`src/rtl/rdns_pkg.sv`:
```
`default_nettype none

package rdns_pkg;

   // Fixed widths of the transaction fields and the register port.
   localparam int FIELD_W    = 11;
   localparam int CSR_DATA_W = 32;
   localparam int CSR_ADDR_W = 3;

   // The alive map is held as words of this many positions.
   localparam int WORD_BITS = 64;
   localparam int BIT_IDX_W = 6;

   // Request operation codes.
   localparam logic FUNC_RESTART = 1'b0;
   localparam logic FUNC_RANGE   = 1'b1;

   // Register index, taken from the word-aligned address bit.
   localparam logic CSR_SOLDIER_COUNT = 1'b0;

   localparam logic [FIELD_W-1:0] SOLDIER_COUNT_RESET = 11'd1024;

   // Index of the highest set bit (zero when none is set).
   function automatic logic [BIT_IDX_W-1:0] msb_index(input logic [WORD_BITS-1:0] w);
      logic [BIT_IDX_W-1:0] idx;
      idx = '0;
      for (int i = 0; i < WORD_BITS; i++) begin
         if (w[i]) begin
            idx = BIT_IDX_W'(i);
         end
      end
      return idx;
   endfunction

   // Index of the lowest set bit (zero when none is set).
   function automatic logic [BIT_IDX_W-1:0] lsb_index(input logic [WORD_BITS-1:0] w);
      logic [BIT_IDX_W-1:0] idx;
      idx = '0;
      for (int i = WORD_BITS - 1; i >= 0; i--) begin
         if (w[i]) begin
            idx = BIT_IDX_W'(i);
         end
      end
      return idx;
   endfunction

endpackage

`default_nettype wire

```
`src/rtl/range_delete_nearest_survivors.sv`:
```
`default_nettype none
// Range delete with nearest survivors.
// The block keeps a line of positions 1..MAX_POSITIONS, each alive or removed.
// Request channel (req_*): a restart transaction (func 0) makes positions 1 up to
// soldier_count alive and gives no response. A range transaction (func 1) removes
// the alive positions from left_end to right_end and gives one response with the
// nearest alive position on either side, or all zeros if nothing was removed.
// Response channel (rsp_*): one registered transaction per range request.
// The APB-style port holds soldier_count at address 0; write it only while idle.
// Storage: the map lives in a single-port memory of 64-position words. A restart
// writes its W = MAX_POSITIONS/64+1 words in turn. A range request reads and
// rewrites each word spanned by the range, then reads and checks each word
// scanned down and up to the nearest survivors.
// A new request is taken only when the sequencer is idle.
// Reset clears the map (through a loaded flag, without a sweep), empties the
// response register and sets soldier_count to 1024. A stalled response holds;
// the block then finishes the next request and waits before the output stage.

module range_delete_nearest_survivors
   import rdns_pkg::*;
#(
   parameter int MAX_POSITIONS = 1024
) (
   input  wire                     clock,
   input  wire                     reset,
   // request channel
   input  wire                     req_valid,
   output logic                    req_stall,
   input  wire                     req_func,
   input  wire  [FIELD_W-1:0]      req_left_end,
   input  wire  [FIELD_W-1:0]      req_right_end,
   // response channel
   output logic                    rsp_valid,
   input  wire                     rsp_stall,
   output logic                    rsp_left_valid,
   output logic [FIELD_W-1:0]      rsp_left_survivor,
   output logic                    rsp_right_valid,
   output logic [FIELD_W-1:0]      rsp_right_survivor,
   // configuration port
   input  wire                     psel,
   input  wire                     penable,
   input  wire                     pwrite,
   input  wire  [CSR_ADDR_W-1:0]   paddr,
   input  wire  [CSR_DATA_W-1:0]   pwdata,
   output logic [CSR_DATA_W-1:0]   prdata,
   output logic                    pready
);

   // Word count covers positions 0..MAX_POSITIONS; position 0 is never alive.
   localparam int WordCnt = MAX_POSITIONS / WORD_BITS + 1;
   localparam int WaW     = (WordCnt > 1) ? $clog2(WordCnt) : 1;
   localparam int PW      = WaW + BIT_IDX_W;
   localparam int XW      = (PW > FIELD_W) ? PW : FIELD_W;
   localparam logic [WaW-1:0] LastWord = WaW'(WordCnt - 1);

   localparam logic [3:0] ST_IDLE   = 4'd0;
   localparam logic [3:0] ST_FILL   = 4'd1;
   localparam logic [3:0] ST_RM_RD  = 4'd2;
   localparam logic [3:0] ST_RM_WR  = 4'd3;
   localparam logic [3:0] ST_LS_RD  = 4'd4;
   localparam logic [3:0] ST_LS_CHK = 4'd5;
   localparam logic [3:0] ST_RS_RD  = 4'd6;
   localparam logic [3:0] ST_RS_CHK = 4'd7;
   localparam logic [3:0] ST_EMIT   = 4'd8;

   // Control state.
   logic [3:0]         state_ff, state_in;
   logic               loaded_ff, loaded_in;
   logic               rsp_valid_ff, rsp_valid_in;
   logic [FIELD_W-1:0] sc_ff, sc_in;

   // Working registers of the sequencer.
   logic [WaW-1:0]     word_ff, word_in;
   logic [PW-1:0]      start_ff, start_in;
   logic [PW-1:0]      stop_ff, stop_in;
   logic [PW-1:0]      nlim_ff, nlim_in;
   logic               removed_ff, removed_in;
   logic               lv_ff, lv_in;
   logic [PW-1:0]      ls_ff, ls_in;
   logic               rv_ff, rv_in;
   logic [PW-1:0]      rs_ff, rs_in;

   // Response payload.
   logic               rsp_lv_ff, rsp_rv_ff;
   logic [FIELD_W-1:0] rsp_ls_ff, rsp_rs_ff;

   // Alive-map memory.
   logic [WORD_BITS-1:0] alive_mem_ff [WordCnt];
   logic [WORD_BITS-1:0] rdata_ff;
   logic                 mem_we;
   logic [WaW-1:0]       mem_addr;
   logic [WORD_BITS-1:0] mem_wdata;

   // Datapath helpers.
   logic                 req_accept;
   logic                 emit_load;
   logic                 csr_write;
   logic [XW-1:0]        lo_x, hi_x, max_x, sc_x, start_x, stop_x, n_x;
   logic [WORD_BITS-1:0] word_data;
   logic [WORD_BITS-1:0] rm_mask, fill_mask, left_mask, right_mask;
   logic [WORD_BITS-1:0] rm_hit, left_hit, right_hit;
   logic [BIT_IDX_W-1:0] rm_lo_b, rm_hi_b;

   logic [WaW-1:0]       start_word, stop_word, nlim_word;
   logic [BIT_IDX_W-1:0] start_bit, stop_bit, nlim_bit;

   assign start_word = start_ff[PW-1:BIT_IDX_W];
   assign stop_word  = stop_ff[PW-1:BIT_IDX_W];
   assign nlim_word  = nlim_ff[PW-1:BIT_IDX_W];
   assign start_bit  = start_ff[BIT_IDX_W-1:0];
   assign stop_bit   = stop_ff[BIT_IDX_W-1:0];
   assign nlim_bit   = nlim_ff[BIT_IDX_W-1:0];

   assign req_stall  = (state_ff != ST_IDLE);
   assign req_accept = req_valid && !req_stall;
   assign emit_load  = (state_ff == ST_EMIT) && (!rsp_valid_ff || !rsp_stall);

   assign csr_write = psel && penable && pwrite && pready;
   assign pready    = 1'b1;
   assign prdata    = (paddr[CSR_ADDR_W-1] == CSR_SOLDIER_COUNT) ? CSR_DATA_W'(sc_ff) : '0;

   // Request bounds are clipped to the line before they are stored.
   assign lo_x    = XW'(req_left_end);
   assign hi_x    = XW'(req_right_end);
   assign max_x   = XW'(MAX_POSITIONS);
   assign sc_x    = XW'(sc_ff);
   assign start_x = (lo_x == '0) ? XW'(1) : lo_x;
   assign stop_x  = (hi_x > max_x) ? max_x : hi_x;
   assign n_x     = (sc_x > max_x) ? max_x : sc_x;

   // Before the first restart the memory holds nothing meaningful and reads as empty.
   assign word_data = loaded_ff ? rdata_ff : '0;

   assign rm_lo_b = (word_ff == start_word) ? start_bit : '0;
   assign rm_hi_b = (word_ff == stop_word) ? stop_bit : '1;

   always_comb begin
      for (int b = 0; b < WORD_BITS; b++) begin
         rm_mask[b]    = (BIT_IDX_W'(b) >= rm_lo_b) && (BIT_IDX_W'(b) <= rm_hi_b);
         left_mask[b]  = (word_ff != start_word) || (BIT_IDX_W'(b) < start_bit);
         right_mask[b] = (word_ff != stop_word) || (BIT_IDX_W'(b) > stop_bit);
         if (word_ff < nlim_word) begin
            fill_mask[b] = 1'b1;
         end else if (word_ff == nlim_word) begin
            fill_mask[b] = (BIT_IDX_W'(b) <= nlim_bit);
         end else begin
            fill_mask[b] = 1'b0;
         end
      end
      // Position zero is never alive.
      if (word_ff == '0) begin
         fill_mask[0] = 1'b0;
      end
   end

   assign rm_hit    = word_data & rm_mask;
   assign left_hit  = word_data & left_mask;
   assign right_hit = word_data & right_mask;

   // Sequencer: one memory word is read, then checked or rewritten; a restart only writes.
   always_comb begin
      state_in   = state_ff;
      loaded_in  = loaded_ff;
      word_in    = word_ff;
      start_in   = start_ff;
      stop_in    = stop_ff;
      nlim_in    = nlim_ff;
      removed_in = removed_ff;
      lv_in      = lv_ff;
      ls_in      = ls_ff;
      rv_in      = rv_ff;
      rs_in      = rs_ff;
      mem_we     = 1'b0;
      mem_addr   = word_ff;
      mem_wdata  = fill_mask;
      sc_in      = sc_ff;

      if (csr_write && (paddr[CSR_ADDR_W-1] == CSR_SOLDIER_COUNT)) begin
         sc_in = pwdata[FIELD_W-1:0];
      end

      unique case (state_ff)
         ST_IDLE: begin
            if (req_accept) begin
               removed_in = 1'b0;
               lv_in      = 1'b0;
               ls_in      = '0;
               rv_in      = 1'b0;
               rs_in      = '0;
               start_in   = PW'(start_x);
               stop_in    = PW'(stop_x);
               if (req_func == FUNC_RESTART) begin
                  nlim_in  = PW'(n_x);
                  word_in  = '0;
                  state_in = ST_FILL;
               end else if (start_x > stop_x) begin
                  state_in = ST_EMIT;
               end else begin
                  word_in  = start_x[PW-1:BIT_IDX_W];
                  state_in = ST_RM_RD;
               end
            end
         end
         ST_FILL: begin
            mem_we = 1'b1;
            if (word_ff == LastWord) begin
               loaded_in = 1'b1;
               state_in  = ST_IDLE;
            end else begin
               word_in = word_ff + WaW'(1);
            end
         end
         ST_RM_RD: begin
            state_in = ST_RM_WR;
         end
         ST_RM_WR: begin
            mem_we     = loaded_ff;
            mem_wdata  = word_data & ~rm_mask;
            removed_in = removed_ff || (rm_hit != '0);
            if (word_ff == stop_word) begin
               word_in  = start_word;
               state_in = removed_in ? ST_LS_RD : ST_EMIT;
            end else begin
               word_in  = word_ff + WaW'(1);
               state_in = ST_RM_RD;
            end
         end
         ST_LS_RD: begin
            state_in = ST_LS_CHK;
         end
         ST_LS_CHK: begin
            if (left_hit != '0) begin
               lv_in    = 1'b1;
               ls_in    = {word_ff, msb_index(left_hit)};
               word_in  = stop_word;
               state_in = ST_RS_RD;
            end else if (word_ff == '0) begin
               word_in  = stop_word;
               state_in = ST_RS_RD;
            end else begin
               word_in  = word_ff - WaW'(1);
               state_in = ST_LS_RD;
            end
         end
         ST_RS_RD: begin
            state_in = ST_RS_CHK;
         end
         ST_RS_CHK: begin
            if (right_hit != '0) begin
               rv_in    = 1'b1;
               rs_in    = {word_ff, lsb_index(right_hit)};
               state_in = ST_EMIT;
            end else if (word_ff == LastWord) begin
               state_in = ST_EMIT;
            end else begin
               word_in  = word_ff + WaW'(1);
               state_in = ST_RS_RD;
            end
         end
         ST_EMIT: begin
            if (emit_load) begin
               state_in = ST_IDLE;
            end
         end
         default: begin
            state_in = ST_IDLE;
         end
      endcase
   end

   assign rsp_valid_in = emit_load || (rsp_valid_ff && rsp_stall);

   always_ff @(posedge clock) begin
      if (reset) begin
         state_ff     <= ST_IDLE;
         loaded_ff    <= 1'b0;
         rsp_valid_ff <= 1'b0;
         sc_ff        <= SOLDIER_COUNT_RESET;
      end else begin
         state_ff     <= state_in;
         loaded_ff    <= loaded_in;
         rsp_valid_ff <= rsp_valid_in;
         sc_ff        <= sc_in;
      end
   end

   always_ff @(posedge clock) begin
      word_ff    <= word_in;
      start_ff   <= start_in;
      stop_ff    <= stop_in;
      nlim_ff    <= nlim_in;
      removed_ff <= removed_in;
      lv_ff      <= lv_in;
      ls_ff      <= ls_in;
      rv_ff      <= rv_in;
      rs_ff      <= rs_in;
      if (emit_load) begin
         rsp_lv_ff <= lv_ff;
         rsp_ls_ff <= FIELD_W'(ls_ff);
         rsp_rv_ff <= rv_ff;
         rsp_rs_ff <= FIELD_W'(rs_ff);
      end
   end

   // Single-port word memory with registered read data.
   always_ff @(posedge clock) begin
      if (mem_we) begin
         alive_mem_ff[mem_addr] <= mem_wdata;
      end
      rdata_ff <= alive_mem_ff[mem_addr];
   end

   assign rsp_valid          = rsp_valid_ff;
   assign rsp_left_valid     = rsp_lv_ff;
   assign rsp_left_survivor  = rsp_ls_ff;
   assign rsp_right_valid    = rsp_rv_ff;
   assign rsp_right_survivor = rsp_rs_ff;

   // The map is only written by the restart sweep or the removal pass.
   assert property (@(posedge clock) disable iff (reset)
      mem_we |-> (state_ff == ST_FILL || state_ff == ST_RM_WR))
      else $error("alive map written outside a fill or removal step");

   // An accepted request always starts work, so the next one waits.
   assert property (@(posedge clock) disable iff (reset)
      req_accept |=> (state_ff != ST_IDLE))
      else $error("sequencer stayed idle after taking a request");

   // A new response only appears after the emit step.
   assert property (@(posedge clock) disable iff (reset)
      $rose(rsp_valid_ff) |-> ($past(state_ff) == ST_EMIT))
      else $error("response raised without an emit step");

   // A missing survivor is reported as position zero.
   assert property (@(posedge clock) disable iff (reset)
      (rsp_valid && !rsp_left_valid) |-> (rsp_left_survivor == '0))
      else $error("left survivor not zero while flagged invalid");

endmodule

`default_nettype wire
```
`config.mk`:
```
export PLATFORM = sky130hd
export DESIGN_NAME = range_delete_nearest_survivors
export DESIGN_NICKNAME = d
export VERILOG_FILES = /design/src/rtl/rdns_pkg.sv /design/src/rtl/range_delete_nearest_survivors.sv
export SDC_FILE = /design/constraint.sdc
export NUM_CORES = 2
export LEC_CHECK = 0
export ABC_AREA = 0
export BUFFER_PORTS_ARGS = -buffer_cell sky130_fd_sc_hd__buf_2
export CORE_ASPECT_RATIO = 1.2
export CORE_MARGIN = 2
export CORE_UTILIZATION = 50
export DETAILED_ROUTE_END_ITERATION = 12
export PLACE_DENSITY = 0.66
export SLEW_MARGIN = 10
export SYNTH_ARGS = -nofsm -noshare
export SYNTH_HDL_FRONTEND = slang
export SYNTH_SLANG_ARGS = --single-unit
```
`constraint.sdc`:
```
create_clock -name clock -period 11.5 [get_ports clock]
set_input_delay 0.575 -clock clock [delete_from_list [all_inputs] [get_ports clock]]
set_output_delay 0.575 -clock clock [all_outputs]
set_load 0.01 [all_outputs]
```
=== Yosys cells after proc, flatten, opt, wreduce, memory -nomap -nowiden ===
Memories as Yosys holds them, arrays and structs flattened. A register that Yosys moved wholly into a read port is not among the register bits.
Cells that the tools add are included.

* Register bits after elaboration: 104
* RAM bits: 1088
* Input bits: 65
* Output and inout bits: 59
* Logic and storage cells: 893
* Memories: 1

{| class="wikitable"
|+ Memories
! memory !! depth !! bits a word !! rd ports !! clocked after memory_dff !! write ports !! line !! source
|-
| alive_mem_ff || 17 || 64 || 1 || 1 || 1 || range_delete_nearest_survivors.sv:88 || <nowiki>logic [WORD_BITS-1:0] alive_mem_ff [WordCnt];</nowiki>
|}

* Add/subtract/negate cells: 2
* Magnitude comparators: 324
* Equality and inequality tests: 21
* Multiplexer cells: 298
* Bitwise logic cells: 7
* Reduce and logical (&&, ||, !) cells: 223

{| class="wikitable"
|+ Operator list
! operator !! number
|-
| $mux 6 || 128
|-
| $le 6x6->1 const A || 64
|-
| $and 64x64->64 || 4
|-
| $ge 6x6->1 const A || 32
|-
| $gt 6x6->1 const A || 32
|-
| $le 5x6->1 const A || 32
|-
| $lt 6x6->1 const A || 32
|-
| $reduce_bool 64->1 || 3
|-
| $mux 1 || 135
|-
| $logic_or 1x1->1 || 131
|-
| $mux 64 || 2
|-
| $ge 5x6->1 const A || 16
|-
| $gt 5x6->1 const A || 16
|-
| $le 4x6->1 const A || 16
|-
| $lt 5x6->1 const A || 16
|-
| $logic_and 1x1->1 || 70
|-
| $mux 11 || 6
|-
| $not 64->64 || 1
|-
| $ge 4x6->1 const A || 8
|-
| $gt 4x6->1 const A || 8
|-
| $le 3x6->1 const A || 8
|-
| $lt 4x6->1 const A || 8
|-
| $pmux 11 s2 || 2
|-
| $mux 5 || 8
|-
| other kinds (41) || 97
|}

=== Longest topological paths before layout ===
* Word-level depth: 69
* Gate-level depth with buffers: 16
* Gate-level depth less buffers: 12

=== Worst setup path after synthesis ===
Ideal clock, no wire load.

* Path kind: register -> register
* From: register word_ff[0] (netlist: mem_addr[0])
* To: memory alive_mem_ff[16][0] (enable)
* Library setup time: 0.493 ns
* Arrival time: 4.845 ns
* Required time: 11.007 ns
* Setup slack: 6.162 ns
* Cell stages (with the launch flop): 9
* Buffers on the path: 4
* Clock period less this slack: 5.338 ns
* Path through: edfxtp_1 buf_2 buf_1 clkbuf_1 buf_1 inv_1 ha_1 nand3_1 nor2b_1

{| class="wikitable"
|+ RTL lines
! element !! line !! source
|-
| from (decl) || range_delete_nearest_survivors.sv:73 || <nowiki>logic [WaW-1:0] word_ff, word_in;</nowiki>
|-
| from (signal assigned) || range_delete_nearest_survivors.sv:288 || <nowiki>word_ff <= word_in;</nowiki>
|-
| to (decl) || range_delete_nearest_survivors.sv:88 ||
|}

No word-level cell before the write port.

=== Worst setup path in the final report ===
* From: register word_ff[3] (netlist: mem_addr[3])
* To: register word_ff[0] (netlist: mem_addr[0]) (data pin)

* Longest elaborated chain between the ends: 6
* Elaborated cells between the ends (all ways): 76
* Classes of those cells: eq/ne (3); mux (6); bitwise (1); reduce/logical (66)

{| class="wikitable"
|+ Ends and longest elaborated chain
! element !! line !! source
|-
| $ne 5x5->1 || range_delete_nearest_survivors.sv:140 || <nowiki>left_mask[b] = (word_ff != start_word) || (BIT_IDX_W'(b) < start_bit);</nowiki>
|-
| $logic_or 1x1->1 || range_delete_nearest_survivors.sv:140 ||
|-
| $and 64x64->64 || range_delete_nearest_survivors.sv:157 || <nowiki>assign left_hit = word_data & left_mask;</nowiki>
|-
| $reduce_bool 64->1 || range_delete_nearest_survivors.sv:232 || <nowiki>if (left_hit != '0) begin</nowiki>
|-
| $mux 5 || range_delete_nearest_survivors.sv:232 ||
|-
| $pmux 5 s5 (*) || range_delete_nearest_survivors.sv:182 || <nowiki>unique case (state_ff)</nowiki>
|-
| net word_in[0] || range_delete_nearest_survivors.sv:73 ||
|}

The timed path passes the listed nets; every way through them passes the cells marked *. The select of a mux whose other input is x is not followed.
A chain may end at the register's enable or synchronous reset.

==> out/summary.txt <==
====================================================================================================
Number of buffers inserted by hold repair at cts                                                   0
Bufs on Longest Clock Path                                                                         3
Critical path required time                                                                 11980 ps
Worst endpoint data arrival time                                                             6720 ps
Vias                                                                                           35100
Boundary Pins                                                                                    124
Final #Nets                                                                                     3731
Reg2reg end                                                                             mem_addr[0]$_DFFE_PP_
Achievable clock frequency                                                                   160 MHz
Number of global-route vias before repair                                                      34000
Slew at the pin closest to its max-slew limit                                                1260 ps
Final Cycle Share                                                                              54.3%
Root Buffer Master                                                                      sky130_fd_sc_hd__clkbuf_16
Clock-pin slew reported for the worst setup and hold paths after clock tree synthesis          70 ps
Proportion of netlist area held by the largest area contributor                                64.3%
Capturing element type of the critical path                                                     flop
DR vias/cell                                                                                    6.79
Placed wire-length estimate                                                                   107 mm
Average routed wire per standard cell                                                        33.1 um
Reg2Reg Setup Slack                                                                          5260 ps
Post-layout min period                                                                       6240 ps
Number of instances resized during post-cts repair                                                 0
Number of warnings reported in the yosys synthesis log                                             0
Leakage power                                                                                19.9 nW
Number of clock sinks seen by CTS                                                               1256
Min-delay worst type                                                                    primary input to flop
Number of flops mapped to enable cells by yosys                                                 1175
Syn avg cell area                                                                         15.2 sq um
Number of setup violations in the final report                                                     0
Cells along the critical path                                                           buf_4 > xnor2_1 > nand3_2 > buf_4 > nor2_8 > buf_4 > o221a_2 > nand4_1 > nor4_1 > and4_1 > nor2_1 > a221o_1
Count of maximum capacitance violations                                                            0
Worst min-delay path endpoint                                                           start_ff[2]$_DFFE_PP_
Slowest cell on the critical path                                                       sky130_fd_sc_hd__nor4_1
Crit path largest cell delay                                                                 1110 ps
Max FO, Critical Path                                                                             44
X dimension of the die                                                                        306 um
Worst Reg2Reg Path Length in Cells                                                                12
Headroom to the max-slew limit                                                                 15.8%
Number of hold-slack violations in the final timing report                                         0
Overall die area                                                                        112000 sq um
Cell depth of the worst min-delay path                                                             1
Wire length after detailed routing                                                            171 mm
Worst-case hold slack                                                                        75.1 ps
Pins Over Slew Limit                                                                               0
Wire length of the first global-routing pass                                                  244 mm
Sequential share of the synthesized area                                                       67.3%
Outcome                                                                                 finished clean
Remaining routing DRC violations                                                                   0
Insertion delay to the later sink of the worst-skew pair                                      730 ps
Std cell rows                                                                                    133
Startpoint of the worst-slack reg-to-reg timing path                                    mem_addr[3]$_DFFE_PP_
Leading cell types by total area after synthesis                                        sky130_fd_sc_hd__edfxtp_1 (64%), sky130_fd_sc_hd__mux4_2 (11%), sky130_fd_sc_hd__dfxtp_1 (3.0%)
Min-Delay Startpoint                                                                    req_left_end[2]
Number of filler cells placed in the layout                                                     8533
ANT nets after route                                                                               0
Post-synthesis instance total                                                                   3609
Total Negative Setup Slacks                                                                     0 ps
Nature of the critical path startpoint                                                          flop
Pre-antenna DRT Iters                                                                              8
Synthesized cell area                                                                    54900 sq um
Starting Density                                                                               50.3%
Flip-flop and latch count after synthesis                                                       1256
Antenna violations before repair                                                                   1
Inserted Clock Buffers                                                                           115
Die Y                                                                                         367 um
Fraction of registers with async set/reset                                                        0%
Worst VDD drop                                                                              0.136 mV
Total overflow reported by the global router                                                       0
Netlist cell types                                                                               102
Cell types with the highest counts after synthesis                                      sky130_fd_sc_hd__edfxtp_1 (1175), sky130_fd_sc_hd__mux4_2 (256), sky130_fd_sc_hd__nand2_1 (230)
Layout overhead on the synthesized area                                                        11.5%
Setup repair after global routing missed its margin                                               no
Library cell appearing most often on the critical path                                  sky130_fd_sc_hd__buf_4
Pin count of the biggest net entering global routing                                             110
Crit path kind                                                                          flop to flop
Commonest register cell after synthesis                                                 sky130_fd_sc_hd__edfxtp_1
Port Buffer Count                                                                                 78
Post-route clock skew                                                                        25.7 ps
Kind of cell adding the most delay to the critical path                                 simple AND/OR/NAND/NOR gates
Pwr dens                                                                                 201 nW/um^2
Share of post-route cells with drive strength above 1                                          19.7%
Core region area                                                                        109000 sq um
Post-CTS Setup Inserts                                                                             0
Cell with the most instances after synthesis                                            sky130_fd_sc_hd__edfxtp_1
Critical Path Stages                                                                              12
TritonCTS clock tree                                                                           built
Cell accounting for the most synthesized area                                           sky130_fd_sc_hd__edfxtp_1
Count of buffer and inverter cells on the critical path                                            3
Final Wtd Congestion                                                                            1.09
CTS H-Tree Depth                                                                                   3
Total Routing Usage GR                                                                         30.3%
Drt first-iter violations                                                                       4724
====================================================================================================
[sequential cells by signal, summed over array words and instances (netlist names), 4 cells and up]
signal	cells
rs_ff	11
alive_mem_ff	1088
nlim_ff	11
state_ff	4
rsp_left_survivor	11
rsp_right_survivor	11
stop_ff	11
sc_ff	11
start_ff	11
ls_ff	11
mem_addr	5
rdata_ff	64
[logic make-up after synthesis]
| kind of cell | after synthesis | synth area share, % |
|---|---|---|
| fa+ha+maj | 21 | 0.479 |
| compound gates | 908 | 11.0 |
| xor+xnor | 16 | 0.310 |
| buf+inv | 336 | 2.66 |
| simple gates | 745 | 6.54 |
| flops | 1256 | 67.3 |
| mux | 325 | 11.8 |
| other cells | 2 | 0.0137 |
[power by group]
group	internal [mW]	switching, mW	total (mW)
Combinational	0.762	1.66	2.42
Clock	2.38	1.67	4.04
Sequential	5.59	0.223	5.81
Total	8.73	3.55	12.3
[cells in the final DEF (no fill, tap or decap), types with 43 or more instances in the layout]
| master | count |
|---|---|
| sky130_fd_sc_hd__edfxtp_1 | 1175 |
| sky130_fd_sc_hd__mux4_2 | 256 |
| sky130_fd_sc_hd__nand2_1 | 230 |
| sky130_fd_sc_hd__nor2_1 | 208 |
| sky130_fd_sc_hd__a21oi_1 | 204 |
| sky130_fd_sc_hd__o21ai_0 | 184 |
| sky130_fd_sc_hd__clkbuf_16 | 118 |
| sky130_fd_sc_hd__a22oi_1 | 103 |
| sky130_fd_sc_hd__buf_4 | 102 |
| sky130_fd_sc_hd__dfxtp_1 | 80 |
| sky130_fd_sc_hd__buf_2 | 78 |
| sky130_fd_sc_hd__mux2i_1 | 67 |
| sky130_fd_sc_hd__a31oi_1 | 63 |
| sky130_fd_sc_hd__inv_1 | 48 |
| sky130_fd_sc_hd__nand3_1 | 43 |
[how the worst max path moves through the flow]
stage,from,endpoint
3_3_place_gp,mem_addr[3]$_DFFE_PP_,mem_addr[0]$_DFFE_PP_
5_1_grt,mem_addr[3]$_DFFE_PP_,mem_addr[0]$_DFFE_PP_
4_1_cts,mem_addr[3]$_DFFE_PP_,mem_addr[0]$_DFFE_PP_
3_5_place_dp,mem_addr[3]$_DFFE_PP_,mem_addr[0]$_DFFE_PP_
2_1_floorplan,mem_addr[0]$_DFFE_PP_,alive_mem_ff[16][0]$_DFFE_PP_
6_report,mem_addr[3]$_DFFE_PP_,mem_addr[0]$_DFFE_PP_
[per-layer routing]
metal  share of wire, %  track usage [%]
met5                  0                0
met4                6.5             17.9
met3                8.3             5.55
met2                 45             45.8
met1                 40             41.4
[area by class of cell]
cell class | count | area, sq um | area share [%]
sequential | 1256 | 36900 | 60.4
tap | 1417 | 1770 | 2.90
clock buffer | 145 | 3150 | 5.16
inverter | 52 | 195 | 0.319
timing repair buffer | 183 | 1220 | 1.99
antenna | 1 | 2.50 | 0.00409
multi-input combinational | 2037 | 17000 | 27.8
clock inverter | 73 | 906 | 1.48
[worst reg2reg max path, cell delays in order, from the launching register on]
cell	delay (ps)
sky130_fd_sc_hd__edfxtp_1	1030
sky130_fd_sc_hd__buf_4	580
sky130_fd_sc_hd__xnor2_1	220
sky130_fd_sc_hd__nand3_2	80
sky130_fd_sc_hd__buf_4	290
sky130_fd_sc_hd__nor2_8	450
sky130_fd_sc_hd__buf_4	590
sky130_fd_sc_hd__o221a_2	320
sky130_fd_sc_hd__nand4_1	280
sky130_fd_sc_hd__nor4_1	1110
sky130_fd_sc_hd__and4_1	560
sky130_fd_sc_hd__nor2_1	120
sky130_fd_sc_hd__a221o_1	370
[stage by stage]
stage | std cells | power (mW) | utilization (%) | worst slack (ps) | cell area, sq um
floorplan | 3629 | 7.29 | - | 6160 | 54900
global placement | 4944 | 8.23 | 52.2 | 5570 | 57000
detailed placement | 4944 | 8.25 | 52.2 | 5570 | 57000
CTS | 5162 | 12.3 | 56.0 | 5520 | 61100
global route | 5163 | 12.7 | 56.0 | 5330 | 61200
finish | 5164 | 12.3 | 56.0 | 5260 | 61200
Power figures use the tool's default switching activity.
